`src/design/wlld_pkg.sv`:
```
// Shared types, constants and functions of the weighted least-load dispatcher.
package wlld_pkg;

    localparam int CNT_W   = 32;
    localparam int IDX_W   = 3;
    localparam int KINDS_W = 8;
    localparam int TPS_W   = 16;
    localparam int DUR_W   = 4;
    // duration * ticks_per_second, and that value times the largest weight
    localparam int BASE_W  = DUR_W + TPS_W;
    localparam int ADD_W   = BASE_W + 2;
    localparam int SUM_W   = CNT_W + 1;

    localparam logic [7:0] CHAR_M    = 8'h4D;
    localparam logic [7:0] CHAR_V    = 8'h56;
    localparam logic [7:0] CHAR_P    = 8'h50;
    localparam logic [7:0] CHAR_ZERO = 8'h30;
    localparam logic [7:0] CHAR_ONE  = 8'h31;
    localparam logic [7:0] CHAR_NINE = 8'h39;

    localparam logic [CNT_W-1:0] CNT_MAX = '1;

    typedef enum logic
    {
        CFG_SERVER_KINDS     = 1'b0,
        CFG_TICKS_PER_SECOND = 1'b1
    } cfg_index_t;

    typedef enum logic
    {
        ITEM_TICK    = 1'b0,
        ITEM_REQUEST = 1'b1
    } item_kind_t;

    typedef enum logic [1:0]
    {
        WEIGHT_ONE   = 2'd1,
        WEIGHT_TWO   = 2'd2,
        WEIGHT_THREE = 2'd3
    } weight_t;

    function automatic weight_t weight_of(input logic music, input logic [7:0] type_char);
        weight_t w;
        w = WEIGHT_ONE;
        if (!music)
        begin
            if (type_char == CHAR_M)
                w = WEIGHT_TWO;
        end
        else if (type_char == CHAR_V)
            w = WEIGHT_THREE;
        else if (type_char == CHAR_P)
            w = WEIGHT_TWO;
        return w;
    endfunction

    function automatic logic request_ok(input logic [7:0] type_char,
                                        input logic [7:0] duration_char);
        return (type_char == CHAR_M || type_char == CHAR_V || type_char == CHAR_P) &&
               duration_char >= CHAR_ONE && duration_char <= CHAR_NINE;
    endfunction

endpackage

```
`src/design/weighted_least_load_dispatcher_top.sv`:
```
// Weighted least-load dispatcher: per-server load counters and least-total selection.
//
//  Channel  Direction  Ports                                   Contents
//  s_axis   in         s_axis_tvalid/tready/tdata/tuser        tick or dispatch request
//  m_axis   out        m_axis_tvalid/tready/tdata/tuser        dispatch result
//  cfg      in         cfg_valid/cfg_ready/cfg_index/cfg_data  register write
//
//  One item per cycle is sustained while no request waits on an untaken result; a request
//  result passes from the input register into the output register, where it is offered.
//  The input register feeds one pass of multiply, add and compare that updates the counters.
//  Ticks produce no result and never wait on the output side.
//  A request stalls in the input register only while the output register holds an untaken
//  result; reset clears all counters at once.
module weighted_least_load_dispatcher_top #(
    parameter int NUM_SERVERS = 3
) (
    input  logic                          clk,
    input  logic                          rst_n,
    input  logic                          s_axis_tvalid,
    output logic                          s_axis_tready,
    input  logic [15:0]                   s_axis_tdata,  // [7:0] type_char, [15:8] duration_char
    input  logic                          s_axis_tuser,  // [0] kind
    output logic                          m_axis_tvalid,
    input  logic                          m_axis_tready,
    output logic [39:0]                   m_axis_tdata,  // [2:0] server_index, [34:3] finish_ticks
    output logic                          m_axis_tuser,  // [0] accepted
    input  logic                          cfg_valid,
    output logic                          cfg_ready,
    input  wlld_pkg::cfg_index_t          cfg_index,
    input  logic [wlld_pkg::TPS_W-1:0]    cfg_data
);
    import wlld_pkg::*;

    logic [KINDS_W-1:0] server_kinds_reg;
    logic [TPS_W-1:0]   tps_reg;

    logic               in_valid_reg;
    item_kind_t         in_kind_reg;
    logic [7:0]         in_type_reg;
    logic [7:0]         in_dur_reg;

    logic [CNT_W-1:0]   work_reg  [NUM_SERVERS];
    logic [CNT_W-1:0]   work_next [NUM_SERVERS];

    logic               out_valid_reg;
    logic               out_accepted_reg;
    logic [IDX_W-1:0]   out_index_reg;
    logic [CNT_W-1:0]   out_ticks_reg;

    logic               out_free;
    logic               proc_fire;
    logic               req_ok;
    logic [DUR_W-1:0]   dur;
    logic [BASE_W-1:0]  base;
    logic [ADD_W-1:0]   add_x1;
    logic [ADD_W-1:0]   add_x2;
    logic [ADD_W-1:0]   add_x3;
    logic [SUM_W-1:0]   total [NUM_SERVERS];
    logic [SUM_W-1:0]   best;
    logic [IDX_W-1:0]   best_idx;
    logic [CNT_W-1:0]   best_sat;

    assign cfg_ready = 1'b1;

    always_ff @(posedge clk or negedge rst_n)
    begin
        if (!rst_n)
        begin
            server_kinds_reg <= KINDS_W'(4);
            tps_reg          <= TPS_W'(1000);
        end
        else if (cfg_valid)
        begin
            case (cfg_index)
                CFG_SERVER_KINDS:     server_kinds_reg <= cfg_data[KINDS_W-1:0];
                CFG_TICKS_PER_SECOND: tps_reg          <= cfg_data;
                default:              ;
            endcase
        end
    end

    // A tick always proceeds; a request needs room in the output register.
    assign out_free      = !out_valid_reg || m_axis_tready;
    assign proc_fire     = in_valid_reg && (in_kind_reg == ITEM_TICK || out_free);
    assign s_axis_tready = !in_valid_reg || proc_fire;

    always_ff @(posedge clk or negedge rst_n)
    begin
        if (!rst_n)
            in_valid_reg <= 1'b0;
        else if (s_axis_tready)
            in_valid_reg <= s_axis_tvalid;
    end

    always_ff @(posedge clk)
    begin
        if (s_axis_tready && s_axis_tvalid)
        begin
            in_kind_reg <= item_kind_t'(s_axis_tuser);
            in_type_reg <= s_axis_tdata[7:0];
            in_dur_reg  <= s_axis_tdata[15:8];
        end
    end

    assign req_ok = request_ok(in_type_reg, in_dur_reg);
    assign dur    = DUR_W'(in_dur_reg - CHAR_ZERO);
    assign base   = BASE_W'(dur) * BASE_W'(tps_reg);
    assign add_x1 = ADD_W'(base);
    assign add_x2 = ADD_W'({base, 1'b0});
    assign add_x3 = add_x1 + add_x2;

    always_comb
    begin
        for (int i = 0; i < NUM_SERVERS; i++)
        begin
            case (weight_of(server_kinds_reg[i], in_type_reg))
                WEIGHT_TWO:   total[i] = SUM_W'(work_reg[i]) + SUM_W'(add_x2);
                WEIGHT_THREE: total[i] = SUM_W'(work_reg[i]) + SUM_W'(add_x3);
                default:      total[i] = SUM_W'(work_reg[i]) + SUM_W'(add_x1);
            endcase
        end
        best     = total[0];
        best_idx = '0;
        for (int i = 1; i < NUM_SERVERS; i++)
        begin
            if (total[i] < best)
            begin
                best     = total[i];
                best_idx = IDX_W'(i);
            end
        end
        best_sat = best[CNT_W] ? CNT_MAX : best[CNT_W-1:0];
    end

    always_comb
    begin
        for (int i = 0; i < NUM_SERVERS; i++)
        begin
            work_next[i] = work_reg[i];
            if (proc_fire)
            begin
                if (in_kind_reg == ITEM_TICK)
                begin
                    if (work_reg[i] != '0)
                        work_next[i] = work_reg[i] - CNT_W'(1);
                end
                else if (req_ok && best_idx == IDX_W'(i))
                    work_next[i] = best_sat;
            end
        end
    end

    always_ff @(posedge clk or negedge rst_n)
    begin
        if (!rst_n)
        begin
            for (int i = 0; i < NUM_SERVERS; i++)
                work_reg[i] <= '0;
        end
        else
        begin
            for (int i = 0; i < NUM_SERVERS; i++)
                work_reg[i] <= work_next[i];
        end
    end

    always_ff @(posedge clk or negedge rst_n)
    begin
        if (!rst_n)
            out_valid_reg <= 1'b0;
        else if (proc_fire && in_kind_reg == ITEM_REQUEST)
            out_valid_reg <= 1'b1;
        else if (m_axis_tready)
            out_valid_reg <= 1'b0;
    end

    always_ff @(posedge clk)
    begin
        if (proc_fire && in_kind_reg == ITEM_REQUEST)
        begin
            out_accepted_reg <= req_ok;
            out_index_reg    <= req_ok ? best_idx : '0;
            out_ticks_reg    <= req_ok ? best_sat : '0;
        end
    end

    assign m_axis_tvalid = out_valid_reg;
    assign m_axis_tuser  = out_accepted_reg;
    assign m_axis_tdata  = {5'b0, out_ticks_reg, out_index_reg};

endmodule

```
`config.mk`:
```
export PLATFORM = sky130hd
export DESIGN_NAME = weighted_least_load_dispatcher_top
export DESIGN_NICKNAME = d
export VERILOG_FILES = /design/src/design/wlld_pkg.sv /design/src/design/weighted_least_load_dispatcher_top.sv
export SDC_FILE = /design/constraint.sdc
export NUM_CORES = 1
export LEC_CHECK = 0
export BUFFER_PORTS_ARGS = -buffer_cell sky130_fd_sc_hd__buf_2
export CAP_MARGIN = 20
export CORE_MARGIN = 4
export CORE_UTILIZATION = 59
export CTS_CLUSTER_SIZE = 40
export DETAILED_ROUTE_END_ITERATION = 6
export PLACE_DENSITY = 0.8
export SYNTH_ARGS = -nofsm -noshare
export SYNTH_HDL_FRONTEND = slang
export SYNTH_SLANG_ARGS = --single-unit
```
`constraint.sdc`:
```
create_clock -name clk -period 12.67 [get_ports clk]
set_input_delay 2.534 -clock clk [delete_from_list [all_inputs] [get_ports clk]]
set_output_delay 2.534 -clock clk [all_outputs]
set_load 0.03 [all_outputs]
```
==> Yosys cells after proc, flatten, opt, wreduce, memory -nomap -nowiden <==
Index checks and enable logic that the tools add are counted.
{ "word_totals": {"ff_bits": 170, "inputBits": 39, "out_inout_bits": 44, "word_cells": 101} }
{ "op_classes": {"n_addsub": 14, "mul": 1, "order_cmp": 4, "n_eq_ne": 14, "muxes": 25, "bitwise": 2, "n_reduce_logical": 28} }
{ "op_table": {"columns": ["cell", "n"], "rows": [
  ["32-bit 2-to-1 mux", 10],
  ["33-bit case mux with 2 select lines", 3],
  ["32-bit by 20-bit adder with 33-bit output", 3],
  ["32-bit by 21-bit adder with 33-bit output", 3],
  ["32-bit by 22-bit adder with 33-bit output", 3],
  ["32-bit nonzero test", 3],
  ["32-bit by 1-bit subtractor with 32-bit output (second input constant)", 3],
  ["33-bit less-than comparator", 2],
  ["33-bit 2-to-1 mux", 2],
  ["8-bit by 7-bit == test with 1-bit output (second input constant)", 3],
  ["20-bit by 21-bit adder with 22-bit output", 1],
  ["4-bit by 16-bit multiplier with 20-bit output", 1],
  ["2-bit == test (second input constant)", 6],
  ["2-bit 2-to-1 mux", 6],
  ["3-bit AND reduction", 3],
  ["8-bit by 6-bit greater-or-equal comparator with 1-bit output (second input constant)", 1],
  ["8-bit by 6-bit less-or-equal comparator with 1-bit output (second input constant)", 1],
  ["1-bit logical AND", 8],
  ["2-bit nonzero test", 4],
  ["2-bit by 1-bit != test with 1-bit output (second input constant)", 3],
  ["1-bit logical OR", 5],
  ["2-bit AND reduction", 2],
  ["4-bit by 1-bit subtractor with 4-bit output (second input constant)", 1],
  ["3-bit by 1-bit == test with 1-bit output (second input constant)", 1],
  ["other kinds (6)", 10]
]} }

==> Depth between registers and ports, before layout <==
{ "logic_depth": {"ltp_word": 14, "depth_mapped": 61, "ltp_nobuf": 55} }

==> Least setup slack after synthesis <==
No wires, ideal clock.
{ "synth_path": {"kind": "reg2reg", "startpoint": "register in_dur_reg[1]", "endpoint": "register work_reg[52] (netlist bit)", "setup_ns": 0.104, "arrival_time_ns": 12.560, "required_time_ns": 12.566, "slack_ns": 0.006, "stages_incl_launch_ff": 55, "path_buffers": 7, "period_less_slack_ns": 12.664, "cell_sequence": "edfxtp_1 clkbuf_1 nand2_1 fa_1 inv_1 fa_1 fa_1 a211oi_1 o21bai_1 a21oi_1 xnor2_1 ha_1 or3_1 o211ai_1 nand2_1 and3_1 o2111ai_1 o311a_1 (+19 left out) a221o_1 buf_2 clkbuf_1 clkbuf_1 clkbuf_1 o21ai_0 ha_1 a21oi_1 o21ai_0 a211oi_1 a211oi_1 or4b_1 o21bai_2 nor2_1 o21ai_2 buf_2 o2bb2ai_1 a221oi_1"} }
{ "synth_between": {"elab_chain_len": 13, "elab_cells_between_ends": 32, "cone_classes": "add/sub (11); mul (1); order compare (4); eq/ne (2); mux (10); reduce/logical (4)"} }
{ "synth_lines": {"columns": ["element", "line_no", "source"], "rows": [
  ["from (decl)", "weighted_least_load_dispatcher_top.sv:40", "logic [7:0] in_dur_reg;"],
  ["from (signal assigned)", "weighted_least_load_dispatcher_top.sv:101", "in_dur_reg <= s_axis_tdata[15:8];"],
  ["4-bit by 1-bit subtractor with 4-bit output", "weighted_least_load_dispatcher_top.sv:106", "assign dur = DUR_W'(in_dur_reg - CHAR_ZERO);"],
  ["4-bit by 16-bit multiplier with 20-bit output", "weighted_least_load_dispatcher_top.sv:107", "assign base = BASE_W'(dur) * BASE_W'(tps_reg);"],
  ["20-bit by 21-bit adder with 22-bit output", "weighted_least_load_dispatcher_top.sv:110", "assign add_x3 = add_x1 + add_x2;"],
  ["32-bit by 22-bit adder with 33-bit output", "weighted_least_load_dispatcher_top.sv:118", "WEIGHT_THREE: total[i] = SUM_W'(work_reg[i]) + SUM_W'(add_x3);"],
  ["33-bit case mux with 2 select lines", "weighted_least_load_dispatcher_top.sv:116", "case (weight_of(server_kinds_reg[i], in_type_reg))"],
  ["33-bit less-than comparator", "weighted_least_load_dispatcher_top.sv:126", "if (total[i] < best)"],
  ["33-bit 2-to-1 mux", "weighted_least_load_dispatcher_top.sv:126", null],
  ["33-bit less-than comparator", "weighted_least_load_dispatcher_top.sv:126", null],
  ["3-bit 2-to-1 mux", "weighted_least_load_dispatcher_top.sv:126", null],
  ["3-bit by 1-bit == test with 1-bit output", "weighted_least_load_dispatcher_top.sv:147", "else if (req_ok && best_idx == IDX_W'(i))"],
  ["1-bit logical AND", "weighted_least_load_dispatcher_top.sv:147", null],
  ["2-bit by 1-bit != test with 1-bit output (no source line)", null, null],
  ["3-bit AND reduction (no source line)", null, null],
  ["to (signal, indexed assignment)", "weighted_least_load_dispatcher_top.sv:163", "work_reg[i] <= work_next[i];"],
  ["to (decl)", "weighted_least_load_dispatcher_top.sv:42", "logic [CNT_W-1:0] work_reg [NUM_SERVERS];"]
]} }
Several ways; a longest one is shown, not always the timed one. The select of a mux whose other input is x is not followed.
A chain may end at the register's enable or synchronous reset.

==> Worst setup path in the final report <==
{ "layout_path": {"startpoint": "register in_dur_reg[1]", "endpoint": "register work_reg[20] (netlist bit)"} }
{ "layout_between": {"elab_chain_len": 13, "elab_cells_between_ends": 32, "cone_classes": "add/sub (11); mul (1); order compare (4); eq/ne (2); mux (10); reduce/logical (4)"} }
{ "layout_lines": {"columns": ["element", "line_no"], "rows": [
  ["4-bit by 1-bit subtractor with 4-bit output", "weighted_least_load_dispatcher_top.sv:106"],
  ["4-bit by 16-bit multiplier with 20-bit output", "weighted_least_load_dispatcher_top.sv:107"],
  ["20-bit by 21-bit adder with 22-bit output", "weighted_least_load_dispatcher_top.sv:110"],
  ["32-bit by 22-bit adder with 33-bit output", "weighted_least_load_dispatcher_top.sv:118"],
  ["33-bit case mux with 2 select lines", "weighted_least_load_dispatcher_top.sv:116"],
  ["33-bit less-than comparator", "weighted_least_load_dispatcher_top.sv:126"],
  ["33-bit 2-to-1 mux", "weighted_least_load_dispatcher_top.sv:126"],
  ["33-bit less-than comparator", "weighted_least_load_dispatcher_top.sv:126"],
  ["3-bit 2-to-1 mux", "weighted_least_load_dispatcher_top.sv:126"],
  ["3-bit by 2-bit == test with 1-bit output", "weighted_least_load_dispatcher_top.sv:147"],
  ["1-bit logical AND", "weighted_least_load_dispatcher_top.sv:147"],
  ["2-bit by 1-bit != test with 1-bit output (no source line)", null],
  ["3-bit AND reduction (no source line)", null]
]} }
Several ways; a longest one is shown, not always the timed one. The select of a mux whose other input is x is not followed.

==> results.py <==
metrics = {
    "finish": {
        "drive_gt1_frac": 0.167,
        "final_net_count": 3477,
        "fillers": 3044,
        "diodes": 0,
        "syn_to_final_growth_pct": 16.0,
        "largest_reg_flops": 96,
    },
    "setup_path": {
        "crit_required_ns": 13.04,
        "rr_endpoint": "work_reg[20]",
        "crit_arrival_ns": 13.00,
        "timing.rr.start": "in_dur_reg[1]",
        "reg2reg_depth": 56,
        "start_kind": "register",
        "crit_type": "register to register",
        "slowest_delay_ns": 0.53,
        "worstSetupEndpointType": "register",
        "cp_slowest_cell": "fa_1",
        "timing.reg2reg.setup_slack_ns": 0.03,
        "path_common_cell": "buf_4",
        "cp_max_fo": 13,
    },
    "logic_synthesis": {
        "synth_top_cell_by_area": "ha_1",
        "yosysSeqAreaShare": 0.199,
        "synthArstFlopShare": 0.692,
        "ys_warn_count": 0,
        "avgSynthCellArea_um2": 7.64,
        "synth_area_leaders": "ha_1 13%, dfrtp_1 12%, edfxtp_1 6.9%",
        "synthDistinctLibCells": 114,
        "synth_top_flop_cell": "dfrtp_1",
        "syn_area_mm2": 0.0226,
        "post-synth-top-count-cell": "nand2_1",
        "synth.top_cell.area_share": 0.132,
        "synth.ff_latch_count": 169,
        "synth_top_cells_by_count": "301 x nand2_1, 273 x nor2_1, 271 x a21oi_1",
        "synthCells": 2966,
        "synth_edf_count": 52,
    },
    "clock_tree": {
        "clock_path_buffers": 2,
        "cts_tree": "done",
        "numCtsBuffers": 17,
        "clock_latency_ns": 0.50,
        "clock_sinks": 169,
        "clk_pin_slew_ns": 0.09,
        "root_buffer": "clkbuf_16",
        "htreeDepth": 4,
    },
    "sta": {
        "fin_crit_sh": 0.997,
        "worst_pin_slew_ns": 1.18,
        "slew_violations": 0,
        "hold_viol": 0,
        "max_freq_mhz": 79.1,
        "finalSetupViolCount": 0,
        "post-route-min-period_ns": 12.64,
        "finClkSkew_ns": 0.0231,
        "holdWs_ns": 0.552,
        "maxSlewHeadroom": 0.210,
    },
    "min_path": {
        "min_path_cells": 1,
        "worstHoldStart": "work_reg[91]",
        "worstHoldEndpoint": "work_reg[91]",
        "min_path_type": "register to register",
    },
    "floorplan": {
        "die_x_um": 204,
        "rows": 71,
        "fp.dieH_um": 204,
        "initial_core_util": 0.600,
        "dieArea_mm2": 0.0416,
        "core-area_mm2": 0.0378,
        "io_pins": 83,
    },
    "placed_design": {
        "numPortBuffers": 75,
        "dpl.hpwl_mm": 73.8,
        "place_congestion": 1.08,
    },
    "drt": {
        "drt-initial-drc-count": 3602,
        "routed_wl_mm": 95.4,
        "vias_per_cell": 6.97,
        "avgRoutedWirePerCell_um": 25.9,
        "antenna_left": 0,
        "drtPass1Iterations": 7,
        "drc_errors": 1,
        "dr_total_vias": 25712,
    },
    "grt": {
        "grt_use_total": 0.437,
        "antenna_found_initial": 0,
        "grt_pass1_wl_mm": 140,
        "grt_pass1_vias": 24033,
        "grt_max_degree": 77,
        "gr-total-overflow": 0,
    },
    "run_status": {
        "violations": "design-rule violations",
        "status": "finished, violations left",
    },
    "job": {
        "cap_viol_max_count": 0,
    },
}
[worst max-delay path by stage]
stage,startpoint,endpoint,slack [ns],depth (start not counted)
after floorplan,in_dur_reg[1],work_reg[52],0.006,54
after global placement,in_dur_reg[1],work_reg[41],-0.13,58
after detailed placement,in_dur_reg[1],work_reg[14],-0.44,55
after CTS,in_dur_reg[1],work_reg[66],0.01,59
after global routing,in_dur_reg[1],work_reg[9],-0.37,60
final,in_dur_reg[1],work_reg[20],0.03,56
[kinds of logic after synthesis]
group                      count (synthesis)  synth area share
AOI/OAI and AO/OA                        940             0.265
xor gates and xnor gates                 149            0.0582
adders and majority gates                274             0.163
buffers and inverters                    264            0.0468
DFF                                      169             0.199
muxes                                     48            0.0240
other                                      2          0.000332
and+or+nand+nor                         1120             0.244
[critical path: cells and delay by family, from the launching register on]
family / cells / cell delay [ns]
AOI/OAI and AO/OA: 21 / 4.24
xor gates and xnor gates: 2 / 0.61
adders and majority gates: 7 / 2.51
buffers and inverters: 9 / 1.18
DFF: 1 / 0.44
and+or+nand+nor: 17 / 3.46
[final cells by class]
cell class,instances,area (um2),area share
clock buffers,17,425,0.0162
clock inverters,15,148,0.00562
inverters,143,537,0.0204
multi-input cells,2539,17800,0.679
flip-flops and latches,169,4500,0.171
well taps,511,639,0.0243
repair buffers,294,2190,0.0833
[metrics by stage]
step	utilization	setup slack (ns)	area (um2)	setup TNS (ns)	instances
after floorplan	-	0.00629	22700	0	2971
after global placement	0.654	-0.132	24700	-0.868	3627
after detailed placement	0.654	-0.436	24700	-8.68	3628
after CTS	0.674	0.0125	25400	0	3665
after global routing	0.696	-0.372	26300	-26.84	3688
final	0.696	0.0349	26300	0	3688
[routing by layer]
layer	GRT usage	routed length [um]	up-vias
li1	-	-	11275
met1	0.566	35600	12039
met2	0.654	39600	1909
met3	0.108	12300	489
met4	0.278	7920	0
met5	0	0	-
[layout by cell type (no fill, tap or decap), drive strengths merged, types with 27 or more instances in the layout]
cell | netlist | layout
nand2 | 302 | 302
edfxtp | 52 | 52
nand2b | 54 | 54
dfrtp | 110 | 110
o211ai | 35 | 35
a21o | 55 | 55
xnor2 | 89 | 89
ha | 239 | 239
and3 | 35 | 35
xor2 | 59 | 59
a211oi | 48 | 48
o22ai | 27 | 27
fa | 35 | 35
buf | 33 | 293
inv | 143 | 153
o21a | 35 | 35
nand4 | 38 | 38
or3 | 28 | 28
a31oi | 27 | 27
o21ai | 257 | 257
nor4 | 36 | 36
and2 | 74 | 74
nor2 | 274 | 274
a21oi | 272 | 272
nand3 | 95 | 95
nor3 | 84 | 84
mux2 | 27 | 27
[repair_timing]
item	CTS	global route
setup buffers	4	20
cloned	1	2
hold buffers	0	0
resized for setup	22	131
pin swaps	1	46
endpoints found under the setup margin	117	130
Power is not shown: default switching activity piles up to over one toggle a cycle in this logic, so the estimate is an artifact.
